**src/hw/rtl/nusc_pkg.sv**
```systemverilog
// Shared types, codes and constants for the Annex B NAL unit splitter/classifier.
// No dependencies; imported by every module of the block.
package nusc_pkg;

    // Widths fixed by the beat fields and the frame counter
    localparam int FRAME_BITS = 23;
    localparam int OUT_BITS   = 22;

    localparam logic [OUT_BITS-1:0]   OUT_MAX         = 22'h3f_ffff;
    localparam logic [FRAME_BITS-1:0] MAX_FRAME_RESET = 23'h40_0000;
    localparam logic [FRAME_BITS-1:0] DELIM_BYTES     = 23'd4;
    localparam logic [7:0]            START_CODE_LAST = 8'h01;

    // NAL types that mark parameter sets
    localparam logic [5:0] H264_SPS = 6'd7;
    localparam logic [5:0] H264_PPS = 6'd8;
    localparam logic [5:0] HEVC_VPS = 6'd32;
    localparam logic [5:0] HEVC_SPS = 6'd33;
    localparam logic [5:0] HEVC_PPS = 6'd34;

    // Register index of max_frame_bytes (address bit 2)
    localparam logic REG_MAX_FRAME = 1'b0;

    typedef enum logic [1:0] {
        CMD_DATA      = 2'd0,
        CMD_EOS       = 2'd1,
        CMD_LINK_UP   = 2'd2,
        CMD_LINK_DOWN = 2'd3
    } cmd_t;

    typedef enum logic [1:0] {
        FMT_UNKNOWN = 2'd0,
        FMT_H264    = 2'd1,
        FMT_HEVC    = 2'd2
    } fmt_t;

    typedef enum logic [1:0] {
        LINK_DOWN = 2'd0,
        LINK_WAIT = 2'd2,
        LINK_UP   = 2'd3
    } link_t;

    typedef enum logic [2:0] {
        ACT_MALFORMED = 3'd0,
        ACT_UNKNOWN   = 3'd1,
        ACT_GATED     = 3'd2,
        ACT_PARAM_SET = 3'd3,
        ACT_FRAME     = 3'd4,
        ACT_OVERFLOW  = 3'd5
    } action_t;

    // Input beat
    typedef struct packed {
        cmd_t       cmd;
        logic [7:0] data_byte;
    } in_beat_t;

    // Result beat
    typedef struct packed {
        logic [5:0]          unit_type;
        logic [OUT_BITS-1:0] unit_length;
        fmt_t                stream_kind;
        action_t             action;
        logic [OUT_BITS-1:0] frame_length;
    } res_beat_t;

    // Stream/link/frame state touched by unit classification
    typedef struct packed {
        fmt_t                  stream_format;
        logic [5:0]            boundary_type;
        link_t                 link_state;
        logic [FRAME_BITS-1:0] frame_bytes;
    } cls_state_t;

    function automatic logic is_h264_ps(input logic [5:0] t);
        return (t == H264_SPS) || (t == H264_PPS);
    endfunction

    function automatic logic is_hevc_ps(input logic [5:0] t);
        return (t == HEVC_VPS) || (t == HEVC_SPS) || (t == HEVC_PPS);
    endfunction

endpackage

```
**src/hw/rtl/nusc_apb_regs.sv**
```systemverilog
// APB register file: holds max_frame_bytes.
// Depends on nusc_pkg.
module nusc_apb_regs
    import nusc_pkg::*;
(
    input  logic                  aclk,
    input  logic                  aresetn,
    input  logic                  psel,
    input  logic                  penable,
    input  logic                  pwrite,
    input  logic [2:0]            paddr,
    input  logic [31:0]           pwdata,
    output logic [31:0]           prdata,
    output logic                  pready,
    output logic [FRAME_BITS-1:0] max_frame_bytes
);

    logic [FRAME_BITS-1:0] max_frame_reg;
    logic                  wr_en;

    assign pready = 1'b1;
    assign wr_en  = psel && penable && pwrite && (paddr[2] == REG_MAX_FRAME);

    // Capacity register
    always_ff @(posedge aclk) begin
        if (!aresetn) begin
            max_frame_reg <= MAX_FRAME_RESET;
        end else if (wr_en) begin
            max_frame_reg <= pwdata[FRAME_BITS-1:0];
        end
    end

    // Read mux
    assign prdata = (paddr[2] == REG_MAX_FRAME) ? {{(32-FRAME_BITS){1'b0}}, max_frame_reg}
                                                : 32'd0;

    assign max_frame_bytes = max_frame_reg;

endmodule

```
**src/hw/rtl/nusc_classify.sv**
```systemverilog
// Classifies one completed NAL unit: malformed check, format detection, gate,
// frame accounting and overflow. Pure combinational; depends on nusc_pkg.
module nusc_classify
    import nusc_pkg::*;
#(
    parameter int LENGTH_BITS = 23
) (
    input  logic [LENGTH_BITS-1:0] unit_len,
    input  logic [7:0]             header_byte,
    input  cls_state_t             cur_state,
    input  logic [FRAME_BITS-1:0]  max_frame_bytes,
    output cls_state_t             upd_state,
    output res_beat_t              result
);

    // Sum width covers frame + unit + delimiter without wrap
    localparam int SW = ((LENGTH_BITS > FRAME_BITS) ? LENGTH_BITS : FRAME_BITS) + 2;

    logic [SW-1:0]         len_ext;
    logic [SW-1:0]         sum;
    logic [5:0]            t5;
    logic [5:0]            t6;
    logic [5:0]            utype;
    action_t               act;
    logic [FRAME_BITS-1:0] fb_new;
    logic [OUT_BITS-1:0]   flen;
    logic                  done;
    logic                  ps;

    assign len_ext = SW'(unit_len);
    assign sum     = SW'(cur_state.frame_bytes) + len_ext + SW'(DELIM_BYTES);
    assign t5      = {1'b0, header_byte[4:0]};
    assign t6      = header_byte[6:1];

    always_comb begin
        upd_state = cur_state;
        utype     = '0;
        act       = ACT_MALFORMED;
        flen      = '0;
        fb_new    = '0;
        ps        = 1'b0;
        done      = 1'b0;

        // Too short or forbidden bit set
        if ((len_ext < SW'(2)) || header_byte[7]) begin
            done = 1'b1;
        end

        // Type extraction, format detection on first parameter set
        if (!done) begin
            case (cur_state.stream_format)
                FMT_H264: utype = t5;
                FMT_HEVC: utype = t6;
                default: begin
                    if (is_hevc_ps(t6)) begin
                        utype                   = t6;
                        upd_state.boundary_type = t6;
                        upd_state.stream_format = FMT_HEVC;
                    end else if (is_h264_ps(t5)) begin
                        utype                   = t5;
                        upd_state.boundary_type = t5;
                        upd_state.stream_format = FMT_H264;
                    end else begin
                        act  = ACT_UNKNOWN;
                        done = 1'b1;
                    end
                end
            endcase
        end

        // Link gate
        if (!done) begin
            if (cur_state.link_state != LINK_WAIT && cur_state.link_state != LINK_UP) begin
                act  = ACT_GATED;
                done = 1'b1;
            end else if (cur_state.link_state == LINK_WAIT) begin
                if (utype != upd_state.boundary_type) begin
                    act  = ACT_GATED;
                    done = 1'b1;
                end else begin
                    upd_state.link_state = LINK_UP;
                end
            end
        end

        // Frame accounting
        if (!done) begin
            if (sum >= SW'(max_frame_bytes)) begin
                act                   = ACT_OVERFLOW;
                upd_state.link_state  = LINK_DOWN;
                upd_state.frame_bytes = '0;
            end else begin
                // Unit length below capacity here, so its low frame bits are exact
                fb_new = cur_state.frame_bytes + len_ext[FRAME_BITS-1:0]
                       + ((cur_state.frame_bytes != '0) ? DELIM_BYTES : '0);
                ps = (upd_state.stream_format == FMT_HEVC) ? is_hevc_ps(utype)
                                                           : is_h264_ps(utype);
                if (ps) begin
                    act                   = ACT_PARAM_SET;
                    upd_state.frame_bytes = fb_new;
                end else begin
                    act                   = ACT_FRAME;
                    flen                  = (fb_new > FRAME_BITS'(OUT_MAX)) ? OUT_MAX
                                                                 : fb_new[OUT_BITS-1:0];
                    upd_state.frame_bytes = '0;
                end
            end
        end
    end

    // Descriptor
    always_comb begin
        result.unit_type    = utype;
        result.unit_length  = (len_ext > SW'(OUT_MAX)) ? OUT_MAX : len_ext[OUT_BITS-1:0];
        result.stream_kind  = upd_state.stream_format;
        result.action       = act;
        result.frame_length = flen;
    end

endmodule

```
**src/hw/rtl/nusc_out_buf.sv**
```systemverilog
// Result output register with a skid stage; ready toward the parser is registered.
// Depends on nusc_pkg.
module nusc_out_buf
    import nusc_pkg::*;
(
    input  logic      aclk,
    input  logic      aresetn,
    input  logic      in_valid,
    input  res_beat_t in_data,
    output logic      in_ready,
    output logic      m_valid,
    input  logic      m_ready,
    output res_beat_t m_data
);

    logic      out_valid_reg;
    res_beat_t out_data_reg;
    logic      skid_valid_reg;
    res_beat_t skid_data_reg;
    logic      push;
    logic      pop;

    assign in_ready = !skid_valid_reg;
    assign push     = in_valid && in_ready;
    assign pop      = out_valid_reg && m_ready;

    // Valid flags
    always_ff @(posedge aclk) begin
        if (!aresetn) begin
            out_valid_reg  <= 1'b0;
            skid_valid_reg <= 1'b0;
        end else if (skid_valid_reg) begin
            if (pop) begin
                skid_valid_reg <= 1'b0;
            end
        end else if (!out_valid_reg || pop) begin
            out_valid_reg <= push;
        end else if (push) begin
            skid_valid_reg <= 1'b1;
        end
    end

    // Payload
    always_ff @(posedge aclk) begin
        if (skid_valid_reg) begin
            if (pop) begin
                out_data_reg <= skid_data_reg;
            end
        end else if (!out_valid_reg || pop) begin
            if (push) begin
                out_data_reg <= in_data;
            end
        end else if (push) begin
            skid_data_reg <= in_data;
        end
    end

    assign m_valid = out_valid_reg;
    assign m_data  = out_data_reg;

endmodule

```
**src/hw/rtl/nal_unit_splitter_classifier.sv**
```systemverilog
// Top level: byte scanner for start codes, unit classifier, result buffer, APB regs.
// Depends on nusc_pkg, nusc_apb_regs, nusc_classify, nusc_out_buf.
//
// Takes one stream byte or command beat per clock unless the result buffer is full,
// and produces at most one unit descriptor per beat, so throughput is one beat per
// cycle while the buffer has room. A beat is accepted into the scanner state in the
// cycle it arrives; its descriptor is registered in the output buffer. A two-entry
// output buffer (register plus skid) lets input keep flowing while the result side
// stalls; input stops only once both entries hold results. The start code 00 00 00
// 01 is matched only when its zero bytes all follow the previous start code. Unit
// lengths count with LENGTH_BITS bits and saturate there.
module nal_unit_splitter_classifier
    import nusc_pkg::*;
#(
    parameter int LENGTH_BITS = 23
) (
    input  logic        aclk,
    input  logic        aresetn,
    input  logic        s_valid,
    output logic        s_ready,
    input  in_beat_t    s_data,
    output logic        m_valid,
    input  logic        m_ready,
    output res_beat_t   m_data,
    input  logic        psel,
    input  logic        penable,
    input  logic        pwrite,
    input  logic [2:0]  paddr,
    input  logic [31:0] pwdata,
    output logic [31:0] prdata,
    output logic        pready
);

    localparam logic [LENGTH_BITS-1:0] COUNT_MAX = '1;

    logic [23:0]            tail_reg, tail_next;
    logic                   synced_reg, synced_next;
    logic [LENGTH_BITS-1:0] count_reg, count_next;
    logic [7:0]             header_reg, header_next;
    cls_state_t             cls_reg, cls_next;

    logic [FRAME_BITS-1:0]  max_frame_bytes;
    logic                   accept;
    logic                   start_hit;
    logic                   close_fire;
    logic [LENGTH_BITS-1:0] close_len;
    cls_state_t             cls_upd;
    res_beat_t              cls_result;
    logic                   buf_ready;

    // Configuration
    nusc_apb_regs u_regs (
        .aclk            (aclk),
        .aresetn         (aresetn),
        .psel            (psel),
        .penable         (penable),
        .pwrite          (pwrite),
        .paddr           (paddr),
        .pwdata          (pwdata),
        .prdata          (prdata),
        .pready          (pready),
        .max_frame_bytes (max_frame_bytes)
    );

    assign s_ready = buf_ready;
    assign accept  = s_valid && s_ready;

    // Start code: 01 after three zero bytes inside the current unit
    assign start_hit = (s_data.data_byte == START_CODE_LAST) && (tail_reg == '0)
                    && (count_reg >= LENGTH_BITS'(3));
    assign close_fire = accept && synced_reg
                     && ((s_data.cmd == CMD_EOS) || ((s_data.cmd == CMD_DATA) && start_hit));
    assign close_len  = (s_data.cmd == CMD_EOS) ? count_reg : count_reg - LENGTH_BITS'(3);

    nusc_classify #(
        .LENGTH_BITS (LENGTH_BITS)
    ) u_classify (
        .unit_len        (close_len),
        .header_byte     (header_reg),
        .cur_state       (cls_reg),
        .max_frame_bytes (max_frame_bytes),
        .upd_state       (cls_upd),
        .result          (cls_result)
    );

    // Scanner next state
    always_comb begin
        tail_next   = tail_reg;
        synced_next = synced_reg;
        count_next  = count_reg;
        header_next = header_reg;
        cls_next    = cls_reg;
        if (accept) begin
            unique case (s_data.cmd)
                CMD_LINK_UP: begin
                    cls_next.link_state  = LINK_WAIT;
                    cls_next.frame_bytes = '0;
                end
                CMD_LINK_DOWN: begin
                    cls_next.link_state  = LINK_DOWN;
                    cls_next.frame_bytes = '0;
                end
                CMD_EOS: begin
                    if (synced_reg) begin
                        cls_next = cls_upd;
                    end
                    synced_next = 1'b0;
                    count_next  = '0;
                    tail_next   = '0;
                end
                CMD_DATA: begin
                    if (start_hit) begin
                        if (synced_reg) begin
                            cls_next = cls_upd;
                        end
                        synced_next = 1'b1;
                        count_next  = '0;
                        tail_next   = '0;
                    end else begin
                        if (synced_reg && (count_reg == '0)) begin
                            header_next = s_data.data_byte;
                        end
                        if (count_reg != COUNT_MAX) begin
                            count_next = count_reg + LENGTH_BITS'(1);
                        end
                        tail_next = {tail_reg[15:0], s_data.data_byte};
                    end
                end
            endcase
        end
    end

    // Scanner and stream state registers
    always_ff @(posedge aclk) begin
        if (!aresetn) begin
            tail_reg   <= '0;
            synced_reg <= 1'b0;
            count_reg  <= '0;
            header_reg <= '0;
            cls_reg    <= '{stream_format: FMT_UNKNOWN, boundary_type: '0,
                            link_state: LINK_DOWN, frame_bytes: '0};
        end else begin
            tail_reg   <= tail_next;
            synced_reg <= synced_next;
            count_reg  <= count_next;
            header_reg <= header_next;
            cls_reg    <= cls_next;
        end
    end

    // Result buffer
    nusc_out_buf u_out (
        .aclk     (aclk),
        .aresetn  (aresetn),
        .in_valid (close_fire),
        .in_data  (cls_result),
        .in_ready (buf_ready),
        .m_valid  (m_valid),
        .m_ready  (m_ready),
        .m_data   (m_data)
    );

`ifndef SYNTH
    // Link up always reopens the gate wait with an empty frame
    a_link_up: assert property (@(posedge aclk) disable iff (!aresetn)
        accept && (s_data.cmd == CMD_LINK_UP)
        |=> (cls_reg.link_state == LINK_WAIT) && (cls_reg.frame_bytes == '0))
        else $error("link up did not enter wait state");

    // End of stream drops sync and clears the unit count
    a_eos_unsync: assert property (@(posedge aclk) disable iff (!aresetn)
        accept && (s_data.cmd == CMD_EOS) |=> !synced_reg && (count_reg == '0))
        else $error("end of stream left parser synced");

    // The gate opens only once the stream format is known
    a_up_has_fmt: assert property (@(posedge aclk) disable iff (!aresetn)
        (cls_reg.link_state == LINK_UP) |-> (cls_reg.stream_format != FMT_UNKNOWN))
        else $error("link up with unknown stream format");

    // A completed frame holds at least one well-formed unit
    a_frame_len: assert property (@(posedge aclk) disable iff (!aresetn)
        m_valid && (m_data.action == ACT_FRAME) |-> (m_data.frame_length >= 22'd2))
        else $error("completed frame shorter than one unit");

    // Frame length is reported only for completed frames
    a_flen_zero: assert property (@(posedge aclk) disable iff (!aresetn)
        m_valid && (m_data.action != ACT_FRAME) |-> (m_data.frame_length == '0))
        else $error("frame length set on non-frame result");
`endif

endmodule

```
**config.mk**
```make
export PLATFORM = sky130hd
export DESIGN_NAME = nal_unit_splitter_classifier
export DESIGN_NICKNAME = d
export VERILOG_FILES = /design/src/hw/rtl/nusc_pkg.sv /design/src/hw/rtl/nusc_apb_regs.sv /design/src/hw/rtl/nusc_classify.sv /design/src/hw/rtl/nusc_out_buf.sv /design/src/hw/rtl/nal_unit_splitter_classifier.sv
export SDC_FILE = /design/constraint.sdc
export NUM_CORES = 1
export LEC_CHECK = 0
export ABC_CLOCK_PERIOD_IN_PS = 7480
export BUFFER_PORTS_ARGS = -buffer_cell sky130_fd_sc_hd__buf_2
export CAP_MARGIN = 10
export CORE_MARGIN = 4
export CORE_UTILIZATION = 45
export CTS_CLUSTER_DIAMETER = 150
export DETAILED_ROUTE_END_ITERATION = 7
export SLEW_MARGIN = 20
export SYNTH_ARGS = -nofsm -noshare
export SYNTH_HDL_FRONTEND = slang
export SYNTH_HIERARCHICAL = 1
export SYNTH_SLANG_ARGS = --single-unit
```
**constraint.sdc**
```tcl
create_clock -name aclk -period 7.48 [get_ports aclk]
set_input_delay 0.748 -clock aclk [delete_from_list [all_inputs] [get_ports aclk]]
set_output_delay 0.748 -clock aclk [all_outputs]
set_load 0.005 [all_outputs]
```
==> run summary, run 1 <==
• total CTS buffers: 25
• number of instances in the placed design: 1888
• clock tree from TritonCTS: done
• Seq. cell area: 5590 um2
• Syn Std Cell Area: 14300 um2
• achievable frequency: 0.143 GHz
• area grow syn2layout: 11.2%
• Worst Clk Skew: 0.0156 ns
• total global-route track usage: 19.8%
• first-pass GRT wire length: 55800 um
• share of flip-flops with an asynchronous set or reset after synthesis: 0%
• worst skew pair latency: 0.52 ns
• post-DR vias/cell: 5.60
• largest net degree at the start of global routing: 87
• standard-cell row count: 64
• crit-path max FO: 8
• area of the die: 34600 um2
• worst hold slack: 0.427 ns
• via count of the first global-routing pass: 10200
• fraction of final layout cells sized beyond drive strength 1: 23.5%
• Arr. time, crit path: 7.26 ns
• port bufs: 120
• buffers inserted during post-CTS setup optimization: 0
• class of the most critical hold timing path: primary input to flip-flop
• Total Neg Setup Slack: 0 ns
• placer's final routability congestion estimate: 0.902
• maximum buffer depth of the clock tree: 3
• result of the run: finished clean
• Final period util: 93.4%
• Final Net Count: 1648
• number of endpoints with negative hold slack in the final report: 0
• Ports: 142
• final number of setup-violating endpoints: 0
• final number of max-transition violations: 0
• final std cells w/o fill: 1933
• CTS-repair resized insts: 0
• initial core utilization: 46.1%
• number of antenna repair diodes: 0
• crit path launch type: flip-flop
• Max-Cap Viols: 0
• placed wire-length estimate after detailed placement: 26300 um
• leading post-synthesis cells by cell area: sky130_fd_sc_hd__edfxtp_1 (23%), sky130_fd_sc_hd__dfxtp_1 (16%), sky130_fd_sc_hd__mux2_4 (7.8%)
• DR vias: 10800
• post-synth top area share: 23.2%
• critical path type: flip-flop to flip-flop
• Core Footprint: 30900 um2
• cell area after layout: 15900 um2
• Seq/Total Area, Yosys: 39.2%
• routed wire length per instance: 18.0 um
• clock slew at the register clock pins of the worst setup and hold paths: 0.06 ns
• setup slack after placement: 0.385 ns
• static leakage power: 6.02 nW
• PnR worst setup slack: 0.494 ns
• Clock H-tree levels: 1
• clock root buffer: sky130_fd_sc_hd__clkbuf_16
• Syn Inst Count: 1427
• time the final worst path needs with I/O delays and setup: 6.99 ns
• area taken by multi-input logic gates: 7910 um2
• Worst Tran Pin Value: 1.04 ns
• power density over cell area: 169 nW/um2
• mean instance size in the synthesized netlist: 9.99 um2
• Post-Place Cell Area: 15100 um2
• hold-fix buffers at CTS: 0
• remaining antenna violation count after routing: 0
• relative max-transition margin: 28.6%
• Die Height: 186 um
• Synth cell types: 99
• Post-route DRC: 0
• number of fill cells in the layout: 2884
• number of antenna violations at the first check in global routing: 0
• Setup crit end kind: flip-flop
• Most used DFF post-synth: sky130_fd_sc_hd__dfxtp_1
• Seq cells post-synth: 224
• length of the first detailed-routing pass in iterations: 5
• First DRT Iteration DRCs: 731
• Crit path required time: 7.75 ns
• width of the die: 186 um
• cell type with the highest aggregate area in the netlist: sky130_fd_sc_hd__edfxtp_1
• gr ovfl total: 0
• setup repair after global routing missed its margin: false
• Post-synth EDFFs: 110
• sinks on the clock net: 224
• peak supply drop: 0.135 mV
• synthesis warning total: 6
• final wirelength: 34800 um
[cell usage after synthesis (all sizes together), types with 4 or more instances]
| cell | number |
|---|---|
| or4 | 16 |
| or2 | 28 |
| ha | 74 |
| nand4 | 21 |
| nor4b | 4 |
| clkbuf | 50 |
| o22ai | 4 |
| nand3 | 29 |
| o21ai | 44 |
| xnor2 | 35 |
| a21oi | 90 |
| mux2i | 42 |
| a211oi | 8 |
| and2 | 10 |
| nand3b | 5 |
| nand4b | 4 |
| o211ai | 6 |
| edfxtp | 110 |
| o21bai | 6 |
| a2111oi | 8 |
| nor4 | 34 |
| or3 | 10 |
| a21o | 16 |
| and4 | 5 |
| a22oi | 28 |
| nor2b | 28 |
| nor3 | 26 |
| dfxtp | 114 |
| nand2b | 8 |
| o21a | 6 |
| a31oi | 7 |
| inv | 52 |
| nand2 | 142 |
| and3 | 8 |
| a22o | 24 |
| xor2 | 27 |
| o31ai | 12 |
| buf | 51 |
| nor2 | 106 |
| mux2 | 79 |
[routing by layer]
metal | vias up | global-route usage (%) | wire length (um)
met3 | 40 | 2.36 | 2130
met4 | 0 | 4.17 | 577
li1 | 5387 | - | -
met1 | 5097 | 32.0 | 17600
met2 | 300 | 28.3 | 14400
met5 | - | 0 | 0
[through the flow]
stage	power, mW	utilization (%)
CTS	2.72	51.3
global route	2.81	51.3
floorplan	1.47	-
finish	2.68	51.3
detailed placement	1.54	48.8
global placement	1.54	48.8
[area by class of cell]
class                   instances  area share [%]
inverters                      53            1.26
multi-input cells            1057            49.9
clock inverters                16           0.853
flip-flops and latches        224            35.3
repair buffers                158            5.59
clock buffers                  29            4.04
well taps                     396            3.13
[report_power, final]
group / internal (mW) / switching [mW]
clock network: 0.681 / 0.489
registers: 1.28 / 0.00401
logic: 0.0851 / 0.143
[worst paths after layout]
check / end / slack, ns / from / cells after the start
worst max-delay path: u_out/m_data[22]$_DFFE_PP_ / 0.49 / count_reg[6]$_SDFFE_PN0P_ / 23
worst min-delay path: u_out/skid_valid_reg$_SDFF_PN0_ / 0.43 / m_ready / 2
worst max register to register: u_out/m_data[22]$_DFFE_PP_ / 0.49 / count_reg[6]$_SDFFE_PN0P_ / 23
worst min register to register: u_regs/max_frame_bytes[8]$_SDFFE_PN0P_ / 0.47 / u_regs/max_frame_bytes[8]$_SDFFE_PN0P_ / 2
[cell families (layout without fill, tap and decap cells)]
logic type               Yosys count  in the layout  share of synthesized area, %
flip-flops                       224            224                          39.2
XOR/XNOR                          62             62                          3.81
AND/OR/NAND/NOR                  495            495                          18.5
other                              2             10                        0.0527
multiplexers                     121            121                          11.1
adder cells (fa/ha/maj)           77             77                          6.92
AO/OA/AOI/OAI                    292            292                          14.7
buffers and inverters            154            256                          5.70
[critical path: stages, from the launching register on]
cell and delay (ns):
sky130_fd_sc_hd__dfxtp_1 0.39, sky130_fd_sc_hd__or4_4 0.56, sky130_fd_sc_hd__or4_4 0.47, sky130_fd_sc_hd__nor2_1 0.14
sky130_fd_sc_hd__xor2_1 0.47, sky130_fd_sc_hd__ha_1 0.33, sky130_fd_sc_hd__ha_1 0.43, sky130_fd_sc_hd__a21oi_1 0.31
sky130_fd_sc_hd__o21a_1 0.19, sky130_fd_sc_hd__o21ai_0 0.17, sky130_fd_sc_hd__a21oi_1 0.33, sky130_fd_sc_hd__o21ai_0 0.17
sky130_fd_sc_hd__xor2_1 0.18, sky130_fd_sc_hd__ha_1 0.30, sky130_fd_sc_hd__a211oi_1 0.20, sky130_fd_sc_hd__nor2_1 0.08
sky130_fd_sc_hd__a2111oi_0 0.39, sky130_fd_sc_hd__a21boi_0 0.15, sky130_fd_sc_hd__nor3_1 0.24, sky130_fd_sc_hd__buf_4 0.18
sky130_fd_sc_hd__o21ai_0 0.12, sky130_fd_sc_hd__o311ai_0 0.41, sky130_fd_sc_hd__o21ai_0 0.22, sky130_fd_sc_hd__mux2_4 0.30
[placed cells by master (no fill, tap or decap), types with 41 or more instances in the layout]
cell / synthesis / layout
sky130_fd_sc_hd__a21oi_1: 87 / 86
sky130_fd_sc_hd__buf_2: 14 / 120
sky130_fd_sc_hd__dfxtp_1: 114 / 113
sky130_fd_sc_hd__edfxtp_1: 110 / 110
sky130_fd_sc_hd__ha_1: 74 / 74
sky130_fd_sc_hd__inv_1: 52 / 52
sky130_fd_sc_hd__mux2_4: 74 / 74
sky130_fd_sc_hd__mux2i_1: 42 / 42
sky130_fd_sc_hd__nand2_1: 141 / 141
sky130_fd_sc_hd__nor2_1: 93 / 93
sky130_fd_sc_hd__o21ai_0: 41 / 41
Note: power is estimated with default switching activity, not from simulation.
==> inputs of run 2 (changes only) <==
--- a/config.mk
+++ b/config.mk
@@ -5,13 +5,14 @@
 export SDC_FILE = /design/constraint.sdc
 export NUM_CORES = 1
 export LEC_CHECK = 0
-export ABC_CLOCK_PERIOD_IN_PS = 7480
+export ABC_CLOCK_PERIOD_IN_PS = 7200
 export BUFFER_PORTS_ARGS = -buffer_cell sky130_fd_sc_hd__buf_2
 export CAP_MARGIN = 10
 export CORE_MARGIN = 4
 export CORE_UTILIZATION = 45
 export CTS_CLUSTER_DIAMETER = 150
 export DETAILED_ROUTE_END_ITERATION = 7
+export GPL_TIMING_DRIVEN = 0
 export SLEW_MARGIN = 20
 export SYNTH_ARGS = -nofsm -noshare
 export SYNTH_HDL_FRONTEND = slang
==> constraint.sdc (replaced) <==
create_clock -name aclk -period 7.2 [get_ports aclk]
set_input_delay 0.72 -clock aclk [delete_from_list [all_inputs] [get_ports aclk]]
set_output_delay 0.72 -clock aclk [all_outputs]
set_load 0.005 [all_outputs]
==> run summary, run 2 (synthesis results as in run 1) <==
• Seq. cell area: 5590 um2
• Worst Clk Skew: 0.0105 ns
• time the final worst path needs with I/O delays and setup: 6.87 ns
• Final period util: 95.4%
• most frequent standard cell in the layout excluding fill and tap cells: sky130_fd_sc_hd__nand2_1
• worst skew pair latency: 0.52 ns
• area grow syn2layout: 15.2%
• crit-path max FO: 10
• Arr. time, crit path: 7.13 ns
• highest-delay cell along the critical path: sky130_fd_sc_hd__or3_1
• number of fill cells in the layout: 2817
• Int Pwr: 2.29 mW
• crit path launch type: flip-flop
• cell type with the highest occurrence count on the critical path: sky130_fd_sc_hd__ha_1
• Ports: 142
• cell class contributing the biggest share of worst-path delay: simple AND/OR/NAND/NOR gates
• Core Footprint: 30900 um2
• Final Net Count: 1705
• via count of the first global-routing pass: 10500
• relative max-transition margin: 35.8%
• sw frac: 22.6%
• number of antenna repair diodes: 0
• length of the first detailed-routing pass in iterations: 5
• total global-route track usage: 20.7%
• placed wire-length estimate after detailed placement: 28600 um
• Worst Tran Pin Value: 0.938 ns
• Clock H-tree levels: 1
• Max-Cap Viols: 0
• power after layout: 2.95 mW
• critical path, cell by cell: clkbuf_1 -> or3_1 -> nor4_1 -> nand3b_1 -> or4_4 -> xnor2_1 -> ha_1 -> ha_1 -> nand4_1 -> nor4_2 -> o21ai_0 -> a31oi_1 -> a41oi_1 -> ha_1 -> o311a_1 -> a21boi_0 -> nor3_2 -> buf_4 -> o221ai_2 -> buf_2 -> nand3_1 -> and2_1 -> mux2_4
• clock slew at the register clock pins of the worst setup and hold paths: 0.06 ns
• DR vias: 11300
• critical path type: flip-flop to flip-flop
• power density over cell area: 180 nW/um2
• maximum buffer depth of the clock tree: 3
• fraction of final layout cells sized beyond drive strength 1: 24.8%
• final number of setup-violating endpoints: 0
• first-pass GRT wire length: 58200 um
• static leakage power: 6.24 nW
• Die Height: 186 um
• most frequent cells in the layout: sky130_fd_sc_hd__nand2_1 (141), sky130_fd_sc_hd__buf_2 (132), sky130_fd_sc_hd__dfxtp_1 (114)
• combinational fraction of design power: 8.4%
• gr ovfl total: 0
• placer's final routability congestion estimate: 0.904
• number of buffer and inverter instances along the worst setup path: 3
• sinks on the clock net: 224
• Total Neg Setup Slack: 0 ns
• hold-fix buffers at CTS: 0
• net load switching power: 0.666 mW
• number of endpoints with negative hold slack in the final report: 0
• portion of total power attributed to sequential cells: 45.2%
• clock tree from TritonCTS: done
• width of the die: 186 um
• Clk network pwr share: 46.4%
• Crit path largest cell delay: 0.54 ns
• Crit path required time: 7.46 ns
• total CTS buffers: 25
• final wirelength: 37000 um
• post-DR vias/cell: 5.65
• clock root buffer: sky130_fd_sc_hd__clkbuf_16
• standard-cell row count: 64
• number of antenna violations at the first check in global routing: 0
• largest net degree at the start of global routing: 56
• Post-route DRC: 0
• achievable frequency: 0.146 GHz
• remaining antenna violation count after routing: 0
• result of the run: finished clean
• initial core utilization: 46.1%
• final number of max-transition violations: 0
• area taken by multi-input logic gates: 8020 um2
• First DRT Iteration DRCs: 710
• peak supply drop: 0.150 mV
• area of the die: 34600 um2
• routed wire length per instance: 18.6 um
• class of the most critical hold timing path: primary input to flip-flop
• port bufs: 118
• Setup crit end kind: flip-flop
## run 2: cell types whose count changed in the layout (fill, tap and decap cells not counted), moves of 4 or more
| cell | change |
|---|---|
| sky130_fd_sc_hd__bufinv_16 | +4 |
| sky130_fd_sc_hd__buf_2 | +12 |
| sky130_fd_sc_hd__clkbuf_1 | +44 |
| sky130_fd_sc_hd__o21ai_0 | -4 |
| sky130_fd_sc_hd__xnor2_2 | +4 |
| sky130_fd_sc_hd__xor2_1 | -4 |
| sky130_fd_sc_hd__clkinv_1 | -4 |
| sky130_fd_sc_hd__buf_6 | +17 |
| sky130_fd_sc_hd__xor2_2 | +4 |
| sky130_fd_sc_hd__buf_4 | -20 |
| sky130_fd_sc_hd__xnor2_1 | -4 |
## run 2: worst min-delay path, stage by stage
cell,delay [ns]
sky130_fd_sc_hd__buf_2,0.10
sky130_fd_sc_hd__nand2_1,0.04
sky130_fd_sc_hd__mux2i_1,0.05
## run 2: area by class of cell
cell class	instances	area share (%)
repair buffers	123	4.07
inverters	53	1.21
flip-flops and latches	224	34.0
plain buffers	92	3.54
well taps	396	3.02
clock inverters	11	1.26
clock buffers	34	4.08
multi-input cells	1057	48.8
## run 2: final timing paths
kind	startpoint	to	cells past startpoint	slack, ns
max reg2reg	count_reg[10]$_SDFFE_PN0P_	u_out/m_data[23]$_DFFE_PP_	23	0.33
max	count_reg[10]$_SDFFE_PN0P_	u_out/m_data[23]$_DFFE_PP_	23	0.33
min	pwdata[15]	u_regs/max_frame_bytes[15]$_SDFFE_PN0P_	3	0.45
min reg2reg	header_reg[2]$_SDFFE_PN0P_	header_reg[2]$_SDFFE_PN0P_	2	0.47
## run 2: metal layers
| layer | track usage (%) | part of all wire, % | vias to the layer above |
|---|---|---|---|
| met5 | 0 | 0 | - |
| met4 | 4.28 | 2.0 | 0 |
| met3 | 2.36 | 6.4 | 49 |
| met2 | 30.7 | 43 | 360 |
| met1 | 32.6 | 49 | 5341 |
| li1 | - | - | 5502 |
## run 2: timing repair
| action | 4_1_cts | 5_1_grt |
|---|---|---|
| endpoints found under the setup margin | 48 | 70 |
| buffers inserted | 0 | 3 |
| pin swaps | 0 | 3 |
| resized for setup | 6 | 22 |
## run 2: power by group through the flow
stage	Combinational [mW]	Sequential (mW)	Clock, mW
floorplan	0.162	1.36	0
global placement	0.233	1.36	0
detailed placement	0.237	1.36	0
CTS	0.239	1.34	1.40
global route	0.272	1.34	1.45
finish	0.247	1.34	1.37
## run 2: metrics by stage
stage          setup WS [ns]  util, %  cell area, um2  std cells  hold slack, ns
5_1_grt              -0.0273     53.1           16400       1990           0.442
4_1_cts              0.00342     52.9           16300       1996           0.434
6_report               0.330     53.1           16400       1990           0.445
2_1_floorplan          0.820        -           14300       1435           0.431
3_3_place_gp          -0.895     49.7           15400       1949           0.452
3_5_place_dp          -0.887     49.9           15400       1951           0.463
